`src/rtl/core/rcpa_ram.sv`:
```
// Simple dual-port synchronous RAM with registered read.
module rcpa_ram #(
  parameter int WIDTH = 8,
  parameter int DEPTH = 16
) (
  input  logic                     clk,
  input  logic                     we,
  input  logic [$clog2(DEPTH)-1:0] waddr,
  input  logic [WIDTH-1:0]         wdata,
  input  logic                     re,
  input  logic [$clog2(DEPTH)-1:0] raddr,
  output logic [WIDTH-1:0]         rdata
);

  logic [WIDTH-1:0] mem [DEPTH];

  // Write port
  always_ff @(posedge clk) begin
    if (we) begin
      mem[waddr] <= wdata;
    end
  end

  // Registered read port
  always_ff @(posedge clk) begin
    if (re) begin
      rdata <= mem[raddr];
    end
  end

endmodule

```
`config.mk`:
```
export PLATFORM = sky130hd
export DESIGN_NAME = rcpa_ram
export DESIGN_NICKNAME = d
export VERILOG_FILES = /design/src/rtl/core/rcpa_ram.sv
export SDC_FILE = /design/constraint.sdc
export NUM_CORES = 1
export LEC_CHECK = 0
export ABC_AREA = 1
export BUFFER_PORTS_ARGS = -buffer_cell sky130_fd_sc_hd__buf_2
export CAP_MARGIN = 20
export CORE_MARGIN = 10
export CORE_UTILIZATION = 51
export DETAILED_ROUTE_END_ITERATION = 7
export PLACE_DENSITY_LB_ADDON = 0.1
export SETUP_SLACK_MARGIN = 0.2
export SYNTH_ARGS = -nofsm -noshare
export SYNTH_HDL_FRONTEND = slang
export SYNTH_SLANG_ARGS = --single-unit
export TNS_END_PERCENT = 1
```
`constraint.sdc`:
```
create_clock -name clk -period 1.3 [get_ports clk]
set_input_delay 0.065 -clock clk [delete_from_list [all_inputs] [get_ports clk]]
set_output_delay 0.065 -clock clk [all_outputs]
set_load 0.03 [all_outputs]
```
==> impl_metrics.py, run 1 <==
metrics = {
    "floorplanning": {
        "io_pins": 27,
        "die_w_um": 127,
        "rows": 39,
        "dieArea_um2": 16100,
        "fp.dieH_um": 127,
        "core_area_um2": 11300,
        "initial_core_util_pct": 51.6,
    },
    "sta": {
        "fin_crit_sh_pct": 83.4,
        "fin_tns_setup_ns": 0,
        "relSlewSlack_pct": 72.6,
        "drv_slew": 0,
        "max_slew.worst_pin.slew_ns": 0.411,
        "finalClockSkew_ns": 0.00852,
        "setup_violations": 0,
        "hold_viol_final": 0,
        "hold_ws_ns": 0.0315,
        "rsz0062_at_grt": "yes",
        "fin_crit_ns": 1.08,
        "fmax_mhz": 923,
    },
    "min_path": {
        "hold_path_depth": 1,
        "hold_start": "re",
        "min_path_type": "in -> reg",
        "whs_endpoint": "rdata[4]$_DFFE_PP_",
    },
    "pwr": {
        "power_density_nw_per_um2": 1430,
        "total_power_w": 0.00979,
        "p_leak_nw": 2.98,
        "ir_worst_vdd_mv": 0.865,
    },
    "detailed_routing": {
        "dr.pass1.iters": 5,
        "drt_iter0_markers": 438,
        "ant_nets": 0,
        "viasPerCell": 5.09,
        "wl_mm": 13.7,
        "drc_errors": 0,
        "via_count": 3819,
        "avgRoutedWirePerCell_um": 18.2,
    },
    "critical_path": {
        "critPathRequiredTime_ns": 1.46,
        "cp-end-kind": "flip-flop",
        "crit_path_max_incr_delay_ns": 0.36,
        "reg2reg_depth": 6,
        "crit_family": "simple AND/OR/NAND/NOR gates",
        "path_buf_inv": 1,
        "r2r_end": "rdata[6]$_DFFE_PP_",
        "path_cells": "inv_1 > nand2_1 > nand3_1 > nand3_1 > nand3_1 > nand2_1",
        "arrival_ns": 1.25,
        "critPathMostFrequentCell": "nand3_1",
        "critPathLaunchType": "flip-flop",
        "cp_slowest_cell": "edfxtp_1",
        "r2r_setup_slack_ns": 0.22,
        "cp_max_fo": 1,
        "timing.rr.start": "mem[9][6]$_DFFE_PP_",
        "critPathKind": "reg -> reg",
    },
    "synth": {
        "synth_xor_area_share_pct": 0,
        "synth_compound_area_share_pct": 0,
        "synth_top_family_by_area": "simple AND/OR/NAND/NOR gates",
        "synth_nets": 570,
        "avgSynthCellArea_um2": 10.6,
        "syn_area_um2": 5850,
        "synth_simple_gate_area_share_pct": 20.8,
        "yosysWarnings": 0,
        "ys_seq_area_share_pct": 69.8,
        "synthMuxAreaShare_pct": 0,
        "synth_fa_ha_area_share_pct": 0,
        "synth_seq_cells": 136,
        "ys_types": 11,
        "syn_inst": 551,
    },
    "clock_tree": {
        "cts_buffer_depth": 2,
        "cts_root_buffer": "clkbuf_16",
        "clock_latency_ns": 0.41,
        "clock-sinks": 136,
        "clk_pin_slew_ns": 0.05,
        "cts_tree": "yes",
        "htree_levels": 4,
        "ctsHoldBuffers": 0,
        "numCtsBuffers": 17,
    },
    "placement": {
        "io_buffers": 26,
        "place_congestion": 0.850,
        "hpwl_mm": 8.49,
        "place_inst": 724,
    },
    "run": {
        "max-cap-violations": 0,
    },
    "final_layout": {
        "final_common_cell": "nand2_1",
        "final_nets": 619,
        "regArea_um2": 4080,
        "final_cell_mix": "nand2_1, edfxtp_1, inv_1, nand3_1, buf_2",
        "fin_cells": 750,
        "drive_gt1_share_pct": 16.1,
        "n_antenna_cell": 0,
        "fill_cells": 955,
        "syn_to_final_growth_pct": 17.1,
        "multiInputGateArea_um2": 1310,
    },
    "global_route": {
        "grt_pass1_vias": 3759,
        "grt_use_total_pct": 17.3,
        "grt_pass1_wl_mm": 21.4,
        "grt_max_degree": 53,
        "antenna_found_initial": 0,
        "gr-total-overflow": 0,
    },
    "run_status": {
        "outcome": "finished, final reports clean",
    },
}
sequential cells by signal, summed over array words and instances, names as in the netlist:
name / cells
mem: 128
rdata: 8
what timing repair did:
item                       4_1_cts  5_1_grt
buffers inserted                 0        0
pin swaps                        0        7
setup endpoints to repair        3       11
resized for setup                1       18
area by class of cell:
cell class                      instances  area share (%)
Sequential cell                       136            59.6
Timing Repair Buffer                   54            5.88
Clock inverter                          8           0.913
Clock buffer                           18            6.27
Multi-Input combinational cell        289            19.1
Tap cell                              143            2.61
Inverter                              102            5.59
through the flow:
step	area [um^2]	util, %	worst slack, ns
2_1_floorplan	5850	-	0.284
5_1_grt	6850	60.5	0.156
4_1_cts	6760	59.7	0.166
3_5_place_dp	6260	55.3	0.0318
3_3_place_gp	6260	55.3	0.0572
6_report	6850	60.5	0.216
metal layers:
metal  up-vias  share of wire (%)  track usage [%]
met5         -                  0                0
met4         0                1.2             6.16
met3        14                5.7             4.01
met2       120                 46             25.6
met1      1811                 47             24.4
li1       1874                  -                -
logic make-up (layout without fill, tap and decap cells):
group	Yosys count	in the layout
buf+inv	126	182
flops	136	136
simple gates	289	289
power breakdown:
part           switching (W)  leakage, nW  internal (W)
combinational       0.000488         1.50      0.000211
sequential         0.0000274         1.24       0.00495
clock                0.00160        0.247       0.00252
total                0.00211         2.98       0.00768
worst max-delay path by stage:
stage,start,cells after the start,slack (ns),endpoint
2_1_floorplan,waddr[2],2,0.28,mem[10][0]$_DFFE_PP_
3_3_place_gp,raddr[1],7,0.06,rdata[5]$_DFFE_PP_
3_5_place_dp,raddr[1],7,0.03,rdata[5]$_DFFE_PP_
4_1_cts,mem[8][5]$_DFFE_PP_,6,0.17,rdata[5]$_DFFE_PP_
5_1_grt,mem[5][7]$_DFFE_PP_,6,0.16,rdata[7]$_DFFE_PP_
6_report,mem[9][6]$_DFFE_PP_,6,0.22,rdata[6]$_DFFE_PP_
cells in the mapped netlist:
master,number,area share [%]
buf_1,1,0.064
inv_2,2,0.13
nand3_1,97,8.3
nand2_1,173,11
inv_1,100,6.4
nand3b_1,2,0.26
buf_6,6,1.2
buf_2,13,1.1
nor2_1,17,1.1
buf_4,4,0.51
edfxtp_1,136,70
(Power assumes the default switching activity.)
==> run 2: changes to the inputs <==
==> constraint.sdc (replaced) <==
create_clock -name clk -period 1.1 [get_ports clk]
set_input_delay 0.055 -clock clk [delete_from_list [all_inputs] [get_ports clk]]
set_output_delay 0.055 -clock clk [all_outputs]
set_load 0.03 [all_outputs]
==> run 2 against run 1 <==
Register-to-register slack worse by 0.20 ns. Utilization is 1.4 points higher. Hold slack worse by 0.023 ns. Die area stayed put. Final area is 2.3% higher. Maximum frequency is 0.38% lower. First-iteration DRC count is 19% lower. Global-route usage is 0.089 points higher. Sequential share of layout area is 1.3 points lower. Clock skew is 0.0043 ns lower. Critical endpoint is now rdata[0]$_DFFE_PP_. Largest cell class unchanged.
==> impl_metrics.py, run 2 (synthesized netlist as in run 1, its figures left out) <==
metrics = {
    "placement": {
        "place_congestion": 0.845,
        "io_buffers": 26,
        "postPlaceCellArea_um2": 6290,
        "hpwl_mm": 8.49,
    },
    "pwr": {
        "internal_power_w": 0.00915,
        "ir_worst_vdd_mv": 0.948,
        "clkPwrFrac_pct": 42.1,
        "power_density_nw_per_um2": 1670,
        "p_leak_nw": 3.04,
        "pwr-share-comb_pct": 7.5,
        "power.switching_w": 0.00253,
        "swShare_pct": 21.7,
        "p_seq_share_pct": 50.3,
    },
    "final_layout": {
        "syn_to_final_growth_pct": 19.8,
        "drive_gt1_share_pct": 18.3,
        "regMostFlops": "mem",
        "n_antenna_cell": 0,
        "largest_register_ffs": 128,
        "final_nets": 621,
        "final_cell_mix": "nand2_1, edfxtp_1, inv_1, nand3_1, nand3_2",
        "multiInputGateArea_um2": 1380,
        "final_common_cell": "nand2_1",
        "largestRegisters": "mem x128, rdata x8",
        "regArea_um2": 4080,
        "fill_cells": 921,
        "stdcell_area_um2": 7010,
    },
    "clock_tree": {
        "postCtsSetupBuffers": 0,
        "clk_pin_slew_ns": 0.05,
        "htree_levels": 4,
        "ctsHoldBuffers": 0,
        "cts_root_buffer": "clkbuf_16",
        "cts_tree": "yes",
        "numCtsBuffers": 17,
        "cts_buffer_depth": 2,
        "clock_latency_ns": 0.42,
        "clock-sinks": 136,
    },
    "sta": {
        "fmax_mhz": 919,
        "rsz0062_at_grt": "yes",
        "drv_slew": 0,
        "relSlewSlack_pct": 74.3,
        "fin_crit_sh_pct": 98.9,
        "finalClockSkew_ns": 0.00418,
        "max_slew.worst_pin.slew_ns": 0.385,
        "fin_crit_ns": 1.09,
        "hold_viol_final": 0,
        "fin_tns_setup_ns": 0,
        "setup_violations": 0,
    },
    "global_route": {
        "grt_max_degree": 53,
        "grt_use_total_pct": 17.4,
        "antenna_found_initial": 0,
        "gr-total-overflow": 0,
        "grt_pass1_vias": 3763,
        "grt_pass1_wl_mm": 21.3,
    },
    "critical_path": {
        "timing.rr.start": "mem[9][0]$_DFFE_PP_",
        "arrival_ns": 1.26,
        "critPathRequiredTime_ns": 1.27,
        "critPathKind": "reg -> reg",
        "r2r_setup_slack_ns": 0.01,
        "r2r_end": "rdata[0]$_DFFE_PP_",
        "critPathLaunchType": "flip-flop",
        "endpoint": "rdata[0]$_DFFE_PP_",
        "cp-end-kind": "flip-flop",
        "cp-startpoint": "mem[9][0]$_DFFE_PP_",
        "reg2reg_depth": 6,
        "cp_max_fo": 1,
    },
    "detailed_routing": {
        "drc_errors": 0,
        "dr.pass1.iters": 4,
        "drt_iter0_markers": 354,
        "viasPerCell": 5.07,
        "via_count": 3829,
        "ant_nets": 0,
        "wl_mm": 13.3,
        "avgRoutedWirePerCell_um": 17.6,
    },
    "run": {
        "max-cap-violations": 0,
    },
    "floorplanning": {
        "core_area_um2": 11300,
        "dieArea_um2": 16100,
        "fp.dieH_um": 127,
        "rows": 39,
        "io_pins": 27,
        "initial_core_util_pct": 51.6,
        "die_w_um": 127,
    },
    "run_status": {
        "outcome": "finished, final reports clean",
    },
    "min_path": {
        "min_path_type": "in -> reg",
    },
}
[run 2: per-stage QoR]
stage / total power [W] / setup WS (ns) / hold slack (ns) / std cells / utilization, %
finish: 0.0117 / 0.0120 / 0.00852 / 755 / 61.9
global placement: 0.00677 / -0.143 / 0.447 / 726 / 55.6
detailed placement: 0.00678 / -0.167 / 0.450 / 726 / 55.6
global route: 0.0121 / -0.0498 / 0.00781 / 755 / 61.9
floorplan: 0.00643 / 0.0942 / 0.154 / 551 / -
CTS: 0.0117 / 0.0136 / 0.00651 / 755 / 60.6
[run 2: cell type report]
cell class | instances | area share [%]
sequential | 136 | 58.3
clock buffer | 21 | 6.29
timing repair buffer | 56 | 6.86
tap | 143 | 2.55
clock inverter | 8 | 0.839
multi-input combinational | 289 | 19.7
inverter | 102 | 5.46
[run 2: timing repair]
item / CTS / global route
pin swaps: 6 / 8
setup endpoints to repair: 16 / 16
gates resized for setup: 15 / 43
[run 2: power by group through the flow]
| stage | sequential (W) | combinational, W | clock (W) |
|---|---|---|---|
| 2_1_floorplan | 0.00602 | 0.000409 | 0 |
| 3_3_place_gp | 0.00598 | 0.000793 | 0 |
| 3_5_place_dp | 0.00598 | 0.000804 | 0 |
| 4_1_cts | 0.00588 | 0.000832 | 0.00498 |
| 5_1_grt | 0.00589 | 0.000973 | 0.00522 |
| 6_report | 0.00588 | 0.000881 | 0.00492 |
[run 2: routing by layer]
| layer | wire (um) | part of all wire (%) | vias up | track usage, % |
|---|---|---|---|---|
| met5 | 0 | 0 | - | 0 |
| met4 | 314 | 2.4 | 0 | 8.57 |
| met3 | 743 | 5.6 | 23 | 4.55 |
| met2 | 5930 | 44 | 101 | 24.7 |
| met1 | 6330 | 48 | 1823 | 24.2 |
| li1 | - | - | 1882 | - |
[run 2: worst min path at each step]
stage | start | end | slack (ns) | cells after the start
finish | re | rdata[3]$_DFFE_PP_ | 0.009 | 1
global placement | re | rdata[0]$_DFFE_PP_ | 0.45 | 1
floorplan | wdata[0] | mem[0][0]$_DFFE_PP_ | 0.15 | 0
detailed placement | re | rdata[0]$_DFFE_PP_ | 0.45 | 1
CTS | re | rdata[3]$_DFFE_PP_ | 0.007 | 1
global route | re | rdata[0]$_DFFE_PP_ | 0.008 | 1
[run 2: critical path: stages (launching register included)]
cell and delay [ns]:
edfxtp_1 0.37, inv_1 0.07, nand2_1 0.07, nand3_2 0.08, nand3_2 0.08, nand3_2 0.10
nand2_1 0.07
==> run 3: changes to the inputs <==
--- a/config.mk
+++ b/config.mk
@@ -11,7 +11,7 @@
 export CORE_MARGIN = 10
 export CORE_UTILIZATION = 51
 export DETAILED_ROUTE_END_ITERATION = 7
-export PLACE_DENSITY_LB_ADDON = 0.1
+export PLACE_DENSITY = 0.68
 export SETUP_SLACK_MARGIN = 0.2
 export SYNTH_ARGS = -nofsm -noshare
 export SYNTH_HDL_FRONTEND = slang
==> run 3 against run 2 <==
Clock skew shrank 0.0010 ns. Clock power grew 11%. Sequential power about the same. Combinational power shrank 3.3%. Register-to-register slack barely moved. Via count is 2.3% higher. Utilization is essentially flat. Critical path type unchanged. Highest routed layer unchanged.
==> impl_metrics.py, run 3 (synthesized netlist as in run 1, its figures left out) <==
metrics = {
    "clock_tree": {
        "htree_levels": 4,
        "cts_root_buffer": "clkbuf_16",
        "clock-sinks": 136,
        "postCtsSetupBuffers": 0,
        "cts_buffer_depth": 2,
        "ctsHoldBuffers": 0,
        "clock_latency_ns": 0.41,
        "numCtsBuffers": 17,
        "clk_pin_slew_ns": 0.05,
        "cts_tree": "yes",
    },
    "floorplanning": {
        "core_area_um2": 11300,
        "rows": 39,
        "die_w_um": 127,
        "initial_core_util_pct": 51.6,
        "fp.dieH_um": 127,
        "dieArea_um2": 16100,
        "io_pins": 27,
    },
    "sta": {
        "max_slew.worst_pin.slew_ns": 0.635,
        "fin_crit_sh_pct": 98.8,
        "setup_violations": 0,
        "rsz0062_at_grt": "yes",
        "setup_ws_ns": 0.0129,
        "hold_ws_ns": 0.00439,
        "drv_slew": 0,
        "hold_viol_final": 0,
        "fmax_mhz": 920,
        "fin_crit_ns": 1.09,
        "finalClockSkew_ns": 0.00314,
        "fin_tns_setup_ns": 0,
        "relSlewSlack_pct": 57.6,
    },
    "global_route": {
        "grt_pass1_vias": 3828,
        "antenna_found_initial": 0,
        "gr-total-overflow": 0,
        "grt_use_total_pct": 16.5,
        "grt_pass1_wl_mm": 20.8,
        "grt_max_degree": 65,
    },
    "detailed_routing": {
        "via_count": 3917,
        "ant_nets": 0,
        "drc_errors": 0,
        "viasPerCell": 5.19,
        "wl_mm": 13.1,
        "drt_iter0_markers": 439,
        "avgRoutedWirePerCell_um": 17.4,
        "dr.pass1.iters": 7,
    },
    "placement": {
        "hpwl_mm": 8.33,
        "place_inst": 722,
        "dp_slack_ns": -0.203,
        "io_buffers": 26,
        "place_congestion": 0.821,
    },
    "pwr": {
        "internal_power_w": 0.00962,
        "p_seq_share_pct": 48.2,
        "total_power_w": 0.0122,
        "clkPwrFrac_pct": 44.8,
        "p_leak_nw": 3.04,
        "power_density_nw_per_um2": 1740,
        "pwr-share-comb_pct": 7.0,
        "swShare_pct": 21.1,
        "ir_worst_vdd_mv": 0.821,
        "power.switching_w": 0.00257,
    },
    "critical_path": {
        "cp-startpoint": "mem[0][0]$_DFFE_PP_",
        "crit_cells": 6,
        "endpoint": "rdata[0]$_DFFE_PP_",
        "cp-end-kind": "flip-flop",
        "crit_path_max_incr_delay_ns": 0.36,
        "reg2reg_depth": 6,
        "critPathRequiredTime_ns": 1.27,
        "r2r_end": "rdata[0]$_DFFE_PP_",
        "critPathKind": "reg -> reg",
        "cp_max_fo": 1,
        "timing.rr.start": "mem[0][0]$_DFFE_PP_",
        "crit_family": "simple AND/OR/NAND/NOR gates",
        "path_cells": "inv_1 > nand2_1 > nand3_1 > nand3_2 > nand3_2 > nand2_1",
        "cp_slowest_cell": "edfxtp_1",
        "path_buf_inv": 1,
        "arrival_ns": 1.25,
        "critPathLaunchType": "flip-flop",
        "r2r_setup_slack_ns": 0.01,
    },
    "run": {
        "max-cap-violations": 0,
    },
    "final_layout": {
        "final_nets": 617,
        "n_antenna_cell": 0,
        "drive_gt1_share_pct": 18.5,
        "regMostFlops": "mem",
        "final_common_cell": "nand2_1",
        "final_cell_mix": "nand2_1, edfxtp_1, inv_1, nand3_1, nand3_2",
        "largest_register_ffs": 128,
        "fin_cells": 754,
        "largestRegisters": "mem x128, rdata x8",
        "syn_to_final_growth_pct": 19.9,
    },
    "min_path": {
        "min_path_type": "in -> reg",
    },
    "run_status": {
        "outcome": "finished, final reports clean",
    },
}
## run 3: power groups by stage
| stage | clock, W | combinational, W | sequential, W |
|---|---|---|---|
| final | 0.00546 | 0.000852 | 0.00588 |
| after global routing | 0.00572 | 0.000932 | 0.00589 |
| after CTS | 0.00550 | 0.000805 | 0.00588 |
| after detailed placement | 0 | 0.000770 | 0.00598 |
| after global placement | 0 | 0.000760 | 0.00598 |
| after floorplan | 0 | 0.000409 | 0.00602 |
## run 3: metal layers
layer / global-route usage, % / part of all wire, % / up-vias
met2: 24.8 / 47 / 152
met5: 0 / 0 / -
met3: 5.00 / 7.6 / 23
li1: - / - / 1871
met1: 22.2 / 44 / 1871
met4: 5.89 / 1.6 / 0
## run 3: layout make-up
cell class              count  area [um^2]
clock buffers              20          437
clock inverters            12          133
fillers                   890         4310
inverters                 102          383
multi-input cells         289         1370
flip-flops and latches    136         4080
well taps                 143          179
repair buffers             52          419
## run 3: worst min-delay path by stage
stage | startpoint | endpoint | slack, ns | depth (start not counted)
after floorplan | wdata[0] | mem[0][0]$_DFFE_PP_ | 0.15 | 0
after global placement | re | rdata[5]$_DFFE_PP_ | 0.44 | 1
after detailed placement | re | rdata[5]$_DFFE_PP_ | 0.43 | 1
after CTS | re | rdata[1]$_DFFE_PP_ | 0.001 | 1
after global routing | re | rdata[1]$_DFFE_PP_ | 0.02 | 1
final | re | rdata[1]$_DFFE_PP_ | 0.004 | 1
## run 3: worst register-to-register path, delay by kind of cell (launching register included)
kind / cells / cell delay (ns)
AND/OR/NAND/NOR: 5 / 0.42
flip-flops: 1 / 0.36
buffers and inverters: 1 / 0.07
## run 3: metrics by stage
step	area, um^2	util [%]
CTS	6890	60.9
finish	7010	61.9
floorplan	5850	-
global route	7010	61.9
global placement	6230	55.1
detailed placement	6230	55.1
## run 3: what timing repair did
action / CTS / global route
endpoints found under the setup margin: 16 / 16
gates resized for setup: 19 / 35
pin swaps: 6 / 10
cloned: 0 / 0
